===== config.mk =====
export PLATFORM = sky130hd
export DESIGN_NAME = nav_carrier_sense_core
export DESIGN_NICKNAME = d
export VERILOG_FILES = /design/src/rtl/nav_cs_pkg.sv /design/src/rtl/nav_cs_ram.sv /design/src/rtl/nav_carrier_sense_core.sv
export SDC_FILE = /design/constraint.sdc
export NUM_CORES = 1
export LEC_CHECK = 0
export BUFFER_PORTS_ARGS = -buffer_cell sky130_fd_sc_hd__buf_4
export CAP_MARGIN = 5
export CORE_MARGIN = 2
export CORE_UTILIZATION = 29
export CTS_BUF_LIST = sky130_fd_sc_hd__clkbuf_8
export CTS_CLUSTER_SIZE = 20
export DETAILED_ROUTE_END_ITERATION = 16
export GPL_TIMING_DRIVEN = 0
export PLACE_DENSITY_LB_ADDON = 0.3
export SKIP_LAST_GASP = 1
export SLEW_MARGIN = 40
export SYNTH_ARGS = -nofsm -noshare
export SYNTH_HDL_FRONTEND = slang
export SYNTH_HIERARCHICAL = 1
export SYNTH_SLANG_ARGS = --single-unit

===== constraint.sdc =====
create_clock -name clk -period 5.2 [get_ports clk]
set_input_delay 0.52 -clock clk [delete_from_list [all_inputs] [get_ports clk]]
set_output_delay 0.52 -clock clk [all_outputs]
set_load 0.01 [all_outputs]

===== src/rtl/nav_cs_pkg.sv =====
// shared codes, field widths and constants for the nav carrier sense block
package nav_cs_pkg;

  localparam int ADDR_W  = 48;
  localparam int DELAY_W = 16;
  localparam int NAV_W   = 15;
  localparam int TIME_W  = 32;
  localparam int REQ_W   = 3;
  localparam int CFG_W   = 48;
  localparam int CFG_IDX_W = 1;

  localparam int IN_DATA_W  = 72;
  localparam int OUT_DATA_W = 24;

  // request kinds
  localparam logic [REQ_W-1:0] REQ_TICK     = 3'd0;
  localparam logic [REQ_W-1:0] REQ_RX_STATE = 3'd1;
  localparam logic [REQ_W-1:0] REQ_RX_PART  = 3'd2;
  localparam logic [REQ_W-1:0] REQ_TX_STATE = 3'd3;
  localparam logic [REQ_W-1:0] REQ_FRAME_RX = 3'd4;
  localparam logic [REQ_W-1:0] REQ_FRAME_TX = 3'd5;

  // radio state codes
  localparam logic [1:0] RX_IDLE      = 2'd1;
  localparam logic [1:0] RX_RECEIVING = 2'd3;
  localparam logic [2:0] PART_WHOLE   = 3'd1;
  localparam logic [2:0] PART_DATA    = 3'd4;
  localparam logic [1:0] TX_UNDEFINED = 2'd0;

  // configuration register indexes
  localparam logic [CFG_IDX_W-1:0] CFG_OWN_ADDRESS = 1'd0;
  localparam logic [CFG_IDX_W-1:0] CFG_NOTIFY_DELAY = 1'd1;

  // due notifications delivered per tick at most
  localparam logic [2:0] MAX_DRAIN = 3'd7;

  typedef struct packed {
    logic             queue_overflow;
    logic [NAV_W-1:0] nav_remaining;
    logic             reception_in_progress;
    logic             corrupted_frame;
    logic             mac_view_free;
    logic             notify_free;
    logic             notify_valid;
    logic             medium_free;
  } result_t;

endpackage


===== src/rtl/nav_cs_ram.sv =====
// generic single-port-write, registered-read ram
module nav_cs_ram #(
  parameter int WIDTH = 33,
  parameter int DEPTH = 8
) (
  input  logic                                     clk,
  input  logic                                     wr_en,
  input  logic [((DEPTH > 1) ? $clog2(DEPTH) : 1)-1:0] wr_addr,
  input  logic [WIDTH-1:0]                         wr_data,
  input  logic                                     rd_en,
  input  logic [((DEPTH > 1) ? $clog2(DEPTH) : 1)-1:0] rd_addr,
  output logic [WIDTH-1:0]                         rd_data
);

  logic [WIDTH-1:0] mem [DEPTH];

  always_ff @(posedge clk) begin
    if (wr_en) begin
      mem[wr_addr] <= wr_data;
    end
    if (rd_en) begin
      rd_data <= mem[rd_addr];
    end
  end

endmodule


===== src/rtl/nav_carrier_sense_core.sv =====
// nav carrier sense core: medium state, nav countdown and delayed notification queue
// sequence: a non-tick event goes from idle to fin, through rec when the medium state is
//   recomputed; a tick goes through rd and chk once per head-of-queue check (at most 7 per
//   tick), then nav, then rec when the nav expires, then fin; output back-pressure can hold chk, rec and fin
// throughput: one event at a time, the next transfer is taken the cycle after the last result loads
// reset: synchronous, clears control and medium state; the pending ram is not cleared
module nav_carrier_sense_core #(
  parameter int PENDING_DEPTH = 8
) (
  input  logic        clk,
  input  logic        rst,
  // cfg write port
  input  logic                                cfg_we,
  input  logic [nav_cs_pkg::CFG_IDX_W-1:0]    cfg_index,
  input  logic [nav_cs_pkg::CFG_W-1:0]        cfg_data,
  // event stream
  input  logic        s_axis_tvalid,
  output logic        s_axis_tready,
  // rx_state[1:0], rx_part[4:2], tx_state[6:5], fcs_ok[7], receiver_address[55:8],
  // nav_duration[70:56], zero[71]
  input  logic [nav_cs_pkg::IN_DATA_W-1:0]    s_axis_tdata,
  // req_type[2:0]
  input  logic [nav_cs_pkg::REQ_W-1:0]        s_axis_tuser,
  // result stream
  output logic        m_axis_tvalid,
  input  logic        m_axis_tready,
  // medium_free[0], notify_valid[1], notify_free[2], mac_view_free[3],
  // corrupted_frame[4], reception_in_progress[5], nav_remaining[20:6],
  // queue_overflow[21], zero[23:22]
  output logic [nav_cs_pkg::OUT_DATA_W-1:0]   m_axis_tdata,
  output logic        m_axis_tlast
);

  localparam int PTR_W = (PENDING_DEPTH > 1) ? $clog2(PENDING_DEPTH) : 1;
  localparam int CNT_W = $clog2(PENDING_DEPTH + 1);
  localparam int ENT_W = nav_cs_pkg::TIME_W + 1;

  typedef enum logic [5:0] {
    ST_IDLE = 6'b000001,
    ST_RD   = 6'b000010,
    ST_CHK  = 6'b000100,
    ST_NAV  = 6'b001000,
    ST_REC  = 6'b010000,
    ST_FIN  = 6'b100000
  } state_t;

  state_t state;

  // configuration
  logic [nav_cs_pkg::ADDR_W-1:0]  own_address;
  logic [nav_cs_pkg::DELAY_W-1:0] notify_delay;

  // medium state
  logic [1:0]                     reception_state;
  logic [2:0]                     signal_part;
  logic [1:0]                     transmission_state;
  logic                           free_flag;
  logic [nav_cs_pkg::NAV_W-1:0]   nav_count;
  logic                           mac_view;
  logic [nav_cs_pkg::TIME_W-1:0]  tick_time;
  logic                           corrupt;
  logic [2:0]                     drained;

  // pending queue pointers
  logic [PTR_W-1:0] pend_head;
  logic [PTR_W-1:0] pend_tail;
  logic [CNT_W-1:0] pend_count;

  // result staging: one held result so the last flag can be set once known
  nav_cs_pkg::result_t hold_res;
  logic                hold_valid;
  nav_cs_pkg::result_t out_res;

  // input fields
  logic [1:0]                    in_rx_state;
  logic [2:0]                    in_rx_part;
  logic [1:0]                    in_tx_state;
  logic                          in_fcs_ok;
  logic [nav_cs_pkg::ADDR_W-1:0] in_addr;
  logic [nav_cs_pkg::NAV_W-1:0]  in_dur;

  assign in_rx_state = s_axis_tdata[1:0];
  assign in_rx_part  = s_axis_tdata[4:2];
  assign in_tx_state = s_axis_tdata[6:5];
  assign in_fcs_ok   = s_axis_tdata[7];
  assign in_addr     = s_axis_tdata[55:8];
  assign in_dur      = s_axis_tdata[70:56];

  logic in_accept;
  assign s_axis_tready = (state == ST_IDLE);
  assign in_accept     = s_axis_tvalid && s_axis_tready;

  // ram
  logic             ram_wr_en;
  logic             ram_rd_en;
  logic [ENT_W-1:0] ram_wr_data;
  logic [ENT_W-1:0] ram_rd_data;

  nav_cs_ram #(
    .WIDTH (ENT_W),
    .DEPTH (PENDING_DEPTH)
  ) u_pend_ram (
    .clk     (clk),
    .wr_en   (ram_wr_en),
    .wr_addr (pend_tail),
    .wr_data (ram_wr_data),
    .rd_en   (ram_rd_en),
    .rd_addr (pend_head),
    .rd_data (ram_rd_data)
  );

  // head entry: due time above, free bit at bit 0
  logic [nav_cs_pkg::TIME_W-1:0] head_due;
  logic                          head_free;
  logic [nav_cs_pkg::TIME_W-1:0] head_age;
  logic                          head_ready;

  assign head_due   = ram_rd_data[ENT_W-1:1];
  assign head_free  = ram_rd_data[0];
  assign head_age   = tick_time - head_due;
  assign head_ready = !head_age[nav_cs_pkg::TIME_W-1];

  // recompute terms
  logic new_free;
  logic free_change;
  logic pend_full;
  logic delay_zero;
  logic nav_update;
  logic rip;

  assign new_free    = (reception_state == nav_cs_pkg::RX_IDLE) &&
                       (transmission_state == nav_cs_pkg::TX_UNDEFINED) && (nav_count == '0);
  assign free_change = (new_free != free_flag);
  assign pend_full   = (pend_count == CNT_W'(PENDING_DEPTH));
  assign delay_zero  = (notify_delay == '0);
  assign nav_update  = (in_dur != '0) && !((nav_count != '0) && (in_dur < nav_count));
  assign rip         = (reception_state == nav_cs_pkg::RX_RECEIVING) &&
                       ((signal_part == nav_cs_pkg::PART_WHOLE) ||
                        (signal_part == nav_cs_pkg::PART_DATA));

  assign ram_rd_en   = (state == ST_RD);
  assign ram_wr_en   = (state == ST_REC) && free_change && !delay_zero && !pend_full;
  assign ram_wr_data = {tick_time + nav_cs_pkg::TIME_W'(notify_delay), new_free};

  // result forming
  nav_cs_pkg::result_t base_res;
  nav_cs_pkg::result_t emit_res;
  nav_cs_pkg::result_t final_res;
  logic                emit_req;
  logic                can_emit;
  logic                emit_fire;
  logic                out_free;
  logic                load_out;

  always_comb begin
    base_res                       = '0;
    base_res.medium_free           = free_flag;
    base_res.mac_view_free         = mac_view;
    base_res.reception_in_progress = rip;
    base_res.nav_remaining         = nav_count;

    emit_req = 1'b0;
    emit_res = base_res;
    case (state)
      ST_CHK: begin
        emit_req               = head_ready;
        emit_res.notify_valid  = 1'b1;
        emit_res.notify_free   = head_free;
        emit_res.mac_view_free = head_free;
      end
      ST_REC: begin
        emit_req             = free_change && (delay_zero || pend_full);
        emit_res.medium_free = new_free;
        if (delay_zero) begin
          emit_res.notify_valid = 1'b1;
          emit_res.notify_free  = new_free;
        end else begin
          emit_res.queue_overflow = 1'b1;
        end
      end
      default: begin
        emit_req = 1'b0;
      end
    endcase

    final_res                 = base_res;
    final_res.corrupted_frame = corrupt;
  end

  assign out_free  = !m_axis_tvalid || m_axis_tready;
  assign can_emit  = !hold_valid || out_free;
  assign emit_fire = emit_req && can_emit;
  // output register takes a transfer from the hold slot or the closing result
  assign load_out  = (emit_fire && hold_valid) || ((state == ST_FIN) && out_free);

  // pointer wrap
  logic [PTR_W-1:0] head_inc;
  logic [PTR_W-1:0] tail_inc;
  assign head_inc = (pend_head == PTR_W'(PENDING_DEPTH - 1)) ? '0 : pend_head + 1'b1;
  assign tail_inc = (pend_tail == PTR_W'(PENDING_DEPTH - 1)) ? '0 : pend_tail + 1'b1;

  // configuration writes
  always_ff @(posedge clk) begin
    if (rst) begin
      own_address  <= '0;
      notify_delay <= '0;
    end else if (cfg_we) begin
      case (cfg_index)
        nav_cs_pkg::CFG_OWN_ADDRESS:  own_address  <= cfg_data;
        nav_cs_pkg::CFG_NOTIFY_DELAY: notify_delay <= cfg_data[nav_cs_pkg::DELAY_W-1:0];
        default: ;
      endcase
    end
  end

  always_ff @(posedge clk) begin
    if (rst) begin
      state              <= ST_IDLE;
      reception_state    <= '0;
      signal_part        <= '0;
      transmission_state <= '0;
      free_flag          <= 1'b0;
      nav_count          <= '0;
      mac_view           <= 1'b1;
      tick_time          <= '0;
      corrupt            <= 1'b0;
      drained            <= '0;
      pend_head          <= '0;
      pend_tail          <= '0;
      pend_count         <= '0;
      hold_valid         <= 1'b0;
      m_axis_tvalid      <= 1'b0;
      m_axis_tlast       <= 1'b0;
    end else begin
      if (load_out) begin
        m_axis_tvalid <= 1'b1;
      end else if (m_axis_tready) begin
        m_axis_tvalid <= 1'b0;
      end

      if (emit_fire) begin
        if (hold_valid) begin
          out_res      <= hold_res;
          m_axis_tlast <= 1'b0;
        end
        hold_res   <= emit_res;
        hold_valid <= 1'b1;
      end

      case (state)
        ST_IDLE: begin
          if (in_accept) begin
            corrupt <= (s_axis_tuser == nav_cs_pkg::REQ_FRAME_RX) && !in_fcs_ok;
            case (s_axis_tuser)
              nav_cs_pkg::REQ_TICK: begin
                tick_time <= tick_time + 1'b1;
                drained   <= '0;
                state     <= (pend_count != '0) ? ST_RD : ST_NAV;
              end
              nav_cs_pkg::REQ_RX_STATE: begin
                reception_state <= in_rx_state;
                state           <= ST_REC;
              end
              nav_cs_pkg::REQ_RX_PART: begin
                signal_part <= in_rx_part;
                state       <= ST_REC;
              end
              nav_cs_pkg::REQ_TX_STATE: begin
                transmission_state <= in_tx_state;
                state              <= ST_REC;
              end
              nav_cs_pkg::REQ_FRAME_RX: begin
                if (!in_fcs_ok) begin
                  state <= ST_FIN;
                end else if ((in_addr != own_address) && nav_update) begin
                  nav_count <= in_dur;
                  state     <= ST_REC;
                end else begin
                  state <= ST_FIN;
                end
              end
              nav_cs_pkg::REQ_FRAME_TX: begin
                if (nav_update) begin
                  nav_count <= in_dur;
                  state     <= ST_REC;
                end else begin
                  state <= ST_FIN;
                end
              end
              default: begin
                state <= ST_FIN;
              end
            endcase
          end
        end
        ST_RD: begin
          state <= ST_CHK;
        end
        ST_CHK: begin
          if (!head_ready) begin
            state <= ST_NAV;
          end else if (can_emit) begin
            mac_view   <= head_free;
            pend_head  <= head_inc;
            pend_count <= pend_count - 1'b1;
            drained    <= drained + 1'b1;
            if ((pend_count != CNT_W'(1)) && (drained != nav_cs_pkg::MAX_DRAIN - 1'b1)) begin
              state <= ST_RD;
            end else begin
              state <= ST_NAV;
            end
          end
        end
        ST_NAV: begin
          if (nav_count != '0) begin
            nav_count <= nav_count - 1'b1;
            state     <= (nav_count == nav_cs_pkg::NAV_W'(1)) ? ST_REC : ST_FIN;
          end else begin
            state <= ST_FIN;
          end
        end
        ST_REC: begin
          if (!free_change) begin
            state <= ST_FIN;
          end else if (delay_zero || pend_full) begin
            if (can_emit) begin
              free_flag <= new_free;
              state     <= ST_FIN;
            end
          end else begin
            free_flag  <= new_free;
            pend_tail  <= tail_inc;
            pend_count <= pend_count + 1'b1;
            state      <= ST_FIN;
          end
        end
        ST_FIN: begin
          if (out_free) begin
            out_res      <= hold_valid ? hold_res : final_res;
            m_axis_tlast <= 1'b1;
            hold_valid   <= 1'b0;
            state        <= ST_IDLE;
          end
        end
        default: begin
          state <= ST_IDLE;
        end
      endcase
    end
  end

  assign m_axis_tdata = {2'b00, out_res};

  // queue occupancy never exceeds its depth
  a_count_bound: assert property (@(posedge clk) disable iff (rst)
    pend_count <= CNT_W'(PENDING_DEPTH))
    else $error("pending count above depth");

  // a head check only happens with something queued
  a_chk_nonempty: assert property (@(posedge clk) disable iff (rst)
    (state == ST_CHK) |-> (pend_count != '0))
    else $error("head check on empty queue");

  // no result is held over between events
  a_idle_no_hold: assert property (@(posedge clk) disable iff (rst)
    (state == ST_IDLE) |-> !hold_valid)
    else $error("held result left in idle");

  // a tick never delivers more than the drain limit
  a_drain_limit: assert property (@(posedge clk) disable iff (rst)
    drained <= nav_cs_pkg::MAX_DRAIN)
    else $error("drain limit exceeded");

  // a pushed notification grows the queue by one
  a_push_count: assert property (@(posedge clk) disable iff (rst)
    ram_wr_en |=> (pend_count == $past(pend_count) + 1'b1))
    else $error("push did not grow queue");

endmodule


After elaboration in Yosys (flattened, before gate mapping) --
Memory sizes are Yosys's and may differ from the RTL's. A register that Yosys moved wholly into a read port is not among the register bits. Index checks and enable logic that the tools add are counted.
Word-level totals: register bits after elaboration 186, latch bits 0, bits in writable memories 264, memory bits (read-only) 0, input bits 129, output and inout bits 27, logic and storage cells 200, memories 1
Operators by class: $add $sub $neg 9, multiply operators 0, divide/modulo/power cells 0, order comparisons 1, eq/ne operators 38, shift-type cells 0, mux-type cells 59, bitwise logic cells 4, reductions and logical operators 55
Memories:
- u_pend_ram.mem | words 8, bits a word 33, rd ports 1, clocked after Yosys merged registers in 1, wr ports 1, RTL line nav_cs_ram.sv:15 | logic [WIDTH-1:0] mem [DEPTH];
Operators by type and width (count):
- $mux 22 | 5
- $mux 15 | 5
- $mux 6 | 12
- $pmux 15 s2 | 2
- $ne 48x48->1 | 1
- $pmux 6 s6 | 1
- $add 32x1->32 const B | 1
- $add 32x16->32 | 1
- $sub 32x32->32 | 1
- $reduce_bool 15->1 | 2
- $mux 4 | 6
- $pmux 6 s4 | 1
- $reduce_and 3->1 | 7
- $mux 3 | 6
- $logic_and 1x1->1 | 16
- $logic_not 16->1 | 1
- $mux 1 | 16
- $eq 15x1->1 const B | 1
- $eq 3x3->1 const B | 5
- $logic_not 15->1 | 1
- $lt 15x15->1 | 1
- $sub 15x1->15 const B | 1
- $ne 2x2->1 const B | 7
- $ne 3x3->1 const B | 4
- other kinds (37) | 62

Longest topological paths before layout --
depth in word-level cells 10, mapped depth 13, gate-level depth less buffers 12

By module --
The synthesis kept the hierarchy.
By module, submodules not included:
- nav_cs_ram | times used 1, cells an instance 427, area an instance 10970.5 µm², seq. area each 8918.6 µm²
- nav_carrier_sense_core | times used 1, cells an instance 1285, area an instance 10817.9 µm², seq. area each 4154.0 µm²

Worst setup path before layout --
OpenSTA, ideal clock, no wires.
kind register to register, from register nav_count[1] in the netlist's numbering, to memory u_pend_ram.mem[0][0], enable pin, setup time 464 ps, arrival 4688 ps, data required time 4736 ps, setup slack 48 ps, stages on the path, launching flop included 12, path buffers 0, period minus slack after synthesis 5152 ps, cell sequence dfxtp_1 -> inv_1 -> ha_1 -> or3b_2 -> nor4_2 -> or4b_4 -> xor2_1 -> nor2_1 -> nand2_1 -> inv_1 -> nand2b_1 -> nor3_1
On the way: cells in the longest elaborated chain, start to end 8
Ends and longest elaborated chain:
- start, declared | RTL line nav_carrier_sense_core.sv:58 | logic [nav_cs_pkg::NAV_W-1:0] nav_count;
- start signal, assigned | RTL line nav_carrier_sense_core.sv:276 | nav_count <= in_dur;
- start signal, assigned | RTL line nav_carrier_sense_core.sv:284 | nav_count <= in_dur;
- start signal, assigned | RTL line nav_carrier_sense_core.sv:316 | nav_count <= nav_count - 1'b1;
- $logic_not 15->1 | RTL line nav_carrier_sense_core.sv:132 | (transmission_state == nav_cs_pkg::TX_UNDEFINED) && (nav_count == '0);
- $logic_and 1x1->1 | RTL line nav_carrier_sense_core.sv:132
- $ne 1x1->1 | RTL line nav_carrier_sense_core.sv:133 | assign free_change = (new_free != free_flag);
- $logic_and 1x1->1 (3 in a row) | RTL line nav_carrier_sense_core.sv:142 | assign ram_wr_en = (state == ST_REC) && free_change && !delay_zero && !pend_full;
- net ram_wr_en | RTL line nav_carrier_sense_core.sv:94 | logic ram_wr_en;
- $mux 1 | RTL line nav_cs_ram.sv:18 | if (wr_en) begin
- $mux 1 (not written as such) | RTL line nav_cs_ram.sv:19 | mem[wr_addr] <= wr_data;
- end, declared | RTL line nav_cs_ram.sv:15
The timed path passes the listed nets, and every way through them passes these cells.

Worst setup path in the final report --
from register nav_count[0] in the netlist's numbering, to memory u_pend_ram.mem[0][27], enable pin
Same word-level chain as after synthesis.

==> impl_metrics.json <==
{
  "outcome": "completed",
  "ys.flop_type": "edfxtp_1",
  "core_um2": 74450,
  "hpwl_um": 41890,
  "fin_crit_sh_pct": 85.59,
  "grt_pass1_vias": 15154,
  "gr-usage-all-layers_pct": 14.95,
  "nets": 2180,
  "fmax_mhz": 224.7,
  "gp_congestion": 0.8651,
  "num_rows": 100,
  "synth_top_area_share_pct": 46.86,
  "syn_avg_cell_area_um2": 12.73,
  "p_per_area_nw_per_um2": 311.0,
  "postSynthCellCount": 1712,
  "end_kind": "flop",
  "r2r_cells": 14,
  "syn2layout_area_growth_pct": 20.55,
  "htree_levels": 3,
  "drt-pass1-iter-count": 7,
  "yosysUniqueCellTypes": 74,
  "portBuffers": 151,
  "required_ns": 5.54,
  "place_inst": 2860,
  "dieArea_um2": 77340,
  "async_reset_ff_share_pct": 0,
  "clock_path_buffers": 3,
  "design_area_um2": 26270,
  "layout-drive-gt1-share_pct": 21.06,
  "clock_latency_ns": 0.66,
  "worstHoldPathCells": 3,
  "die-width_um": 278.1,
  "cts.clk_slew.worst_paths_ns": 0.06,
  "synth-seq-cells": 483,
  "critPathMaxFanout": 10,
  "finalSetupViolCount": 0,
  "synth_most_common_cell": "edfxtp_1",
  "critPathArrivalTime_ns": 4.79,
  "yosysWarnings": 6,
  "start_util_pct": 29.27,
  "dp_slack_ns": 0.8141,
  "setup_ws_ns": 0.7492,
  "hold_violations": 0,
  "synth-edff-count": 340,
  "criticalPathCategory": "reg -> reg",
  "p_leak_nw": 9.317,
  "rsz0062_at_grt": "false",
  "gr-total-overflow": 0,
  "die_height_um": 278.1,
  "ys_top_cells_by_count": "edfxtp_1, nand2_1, dfxtp_1, a21oi_1, nor2_1",
  "cts.sinks": 483,
  "syn_area_um2": 21790,
  "hold_path.class": "in -> reg",
  "relSlewSlack_pct": 42.71,
  "reg2reg_to": "u_pend_ram/mem[0][27]",
  "timing.reg2reg.setup_slack_ns": 0.75,
  "rr_startpoint": "nav_count[0]",
  "post-route-util_pct": 35.28,
  "grt_antenna_before_repair": 0,
  "yosysTopAreaCell": "edfxtp_1",
  "routed_wl_um": 58410,
  "root_buffer": "clkbuf_8",
  "first_iter_violations": 895,
  "tightest_slew_ns": 0.8594,
  "min_to": "own_address[40]",
  "num_vias": 14710,
  "io_pins": 156,
  "fillers": 7228,
  "hp-start": "cfg_data[40]",
  "grt_pass1_wl_um": 89380,
  "cap_violations": 0,
  "register_area_um2": 13070,
  "grt_max_degree": 31,
  "ctsResizeCount": 0,
  "post-route-min-period_ns": 4.451,
  "finClkSkew_ns": 0.03098,
  "drv_slew": 0,
  "multiInputGateArea_um2": 8214,
  "routedWlPerCell_um": 19.39,
  "antenna_left": 0,
  "cts_tree": "done",
  "seq_area_frac_synth_pct": 60.00,
  "vdd_drop_max_uv": 139.7,
  "hold_buffers": 0,
  "synth_area_leaders": "edfxtp_1, dfxtp_1, mux4_2",
  "drc": 0,
  "vias_per_cell": 4.884,
  "cts_setup_buffers": 0,
  "cts_made_buffers": 83,
  "cp-start-kind": "flop",
  "placed_area_um2": 24610,
  "finalSetupTns_ns": 0,
  "final_cells": 3012
}
sequential cells by signal, indices dropped and copies added, names as in the netlist, 2 cells and up:
signal              flops
m_axis_tdata           22
u_pend_ram/mem        264
tick_time              32
u_pend_ram/rd_data     33
pend_count              4
drained                 3
transmission_state      2
state                   6
notify_delay           16
signal_part             3
own_address            48
pend_tail               3
reception_state         2
pend_head               3
hold_res               21
nav_count              15
stage by stage:
step / hold WS [ns] / total power [W]
final: 0.1177 / 0.008169
after global routing: 0.08245 / 0.008503
after CTS: 0.05170 / 0.008286
after detailed placement: 0.4619 / 0.004807
after global placement: 0.4545 / 0.004795
after floorplan: 0.4321 / 0.004559
critical path: stages (launching register included):
cell and delay, ns:
dfxtp_1 0.42, inv_1 0.18, ha_1 0.21, or3b_2 0.48, nor4_2 0.22, or4b_4 0.57, xor2_1 0.18, nor2_1 0.15
nand2_1 0.24, inv_1 0.17, nand2b_1 0.23, nor3_2 0.35, buf_2 0.31, buf_4 0.20, buf_2 0.20
how the worst max path moves through the flow:
stage,start,to
after floorplan,nav_count[1],u_pend_ram/mem[0][0]
after global placement,nav_count[0],u_pend_ram/mem[4][25]
after detailed placement,nav_count[0],u_pend_ram/mem[0][27]
after CTS,nav_count[0],u_pend_ram/mem[0][25]
after global routing,nav_count[0],u_pend_ram/mem[0][25]
final,nav_count[0],u_pend_ram/mem[0][27]
per-layer routing:
layer	vias up	GRT usage [%]	wire, µm
met5	-	0	0
met4	0	5.031	1262
met3	81	2.720	3259
met2	405	25.74	28760
met1	7308	18.89	25130
li1	6916	-	-
cell families (layout without fill, tap and decap cells):
| group | Yosys count | after routing | share of synthesized area, % |
|---|---|---|---|
| buffers and inverters | 137 | 466 | 2.722 |
| AO/OA/AOI/OAI | 253 | 253 | 7.374 |
| adder cells (fa/ha/maj) | 75 | 75 | 4.341 |
| other | 1 | 3 | 0.01721 |
| flip-flops | 483 | 483 | 60.00 |
| XOR/XNOR | 111 | 111 | 4.462 |
| multiplexers | 112 | 112 | 9.228 |
| AND/OR/NAND/NOR | 540 | 540 | 11.86 |
report_power, final:
part | leakage [nW] | switching, W | internal (W)
Clock | 0.922 | 0.00157 | 0.00187
Sequential | 4.10 | 0.0000552 | 0.00414
Combinational | 4.30 | 0.000307 | 0.000228
cell type report:
cell class | count | share of cell area [%]
antenna | 1 | 0.009527
timing repair buffer | 178 | 5.802
clock inverter | 63 | 1.648
multi-input combinational | 1093 | 31.27
buffer | 72 | 1.334
clock buffer | 88 | 4.611
tap | 969 | 4.616
sequential | 483 | 49.77
inverter | 65 | 0.9337
layout by cell type, fill, tap and decap left out, types with 7 or more instances in the layout:
cell,count
clkbuf_1,49
mux2_2,33
o21ai_0,32
nand3_1,27
nand4_1,26
and3_1,13
buf_6,7
a21o_1,14
clkinv_2,7
mux4_2,60
nand2b_1,11
a21oi_1,132
inv_1,89
clkbuf_8,88
nor2b_1,7
mux2i_1,13
nand2_1,236
o221a_1,10
xnor2_1,68
edfxtp_1,340
clkinv_1,19
nor4_1,26
ha_1,74
or3_1,16
nand3b_1,22
and4_1,7
o221a_2,8
buf_16,8
buf_4,161
nor3_1,25
a31oi_1,9
xor2_1,43
nor2_1,88
dfxtp_1,143
buf_2,12
(Power assumes the default switching activity.)
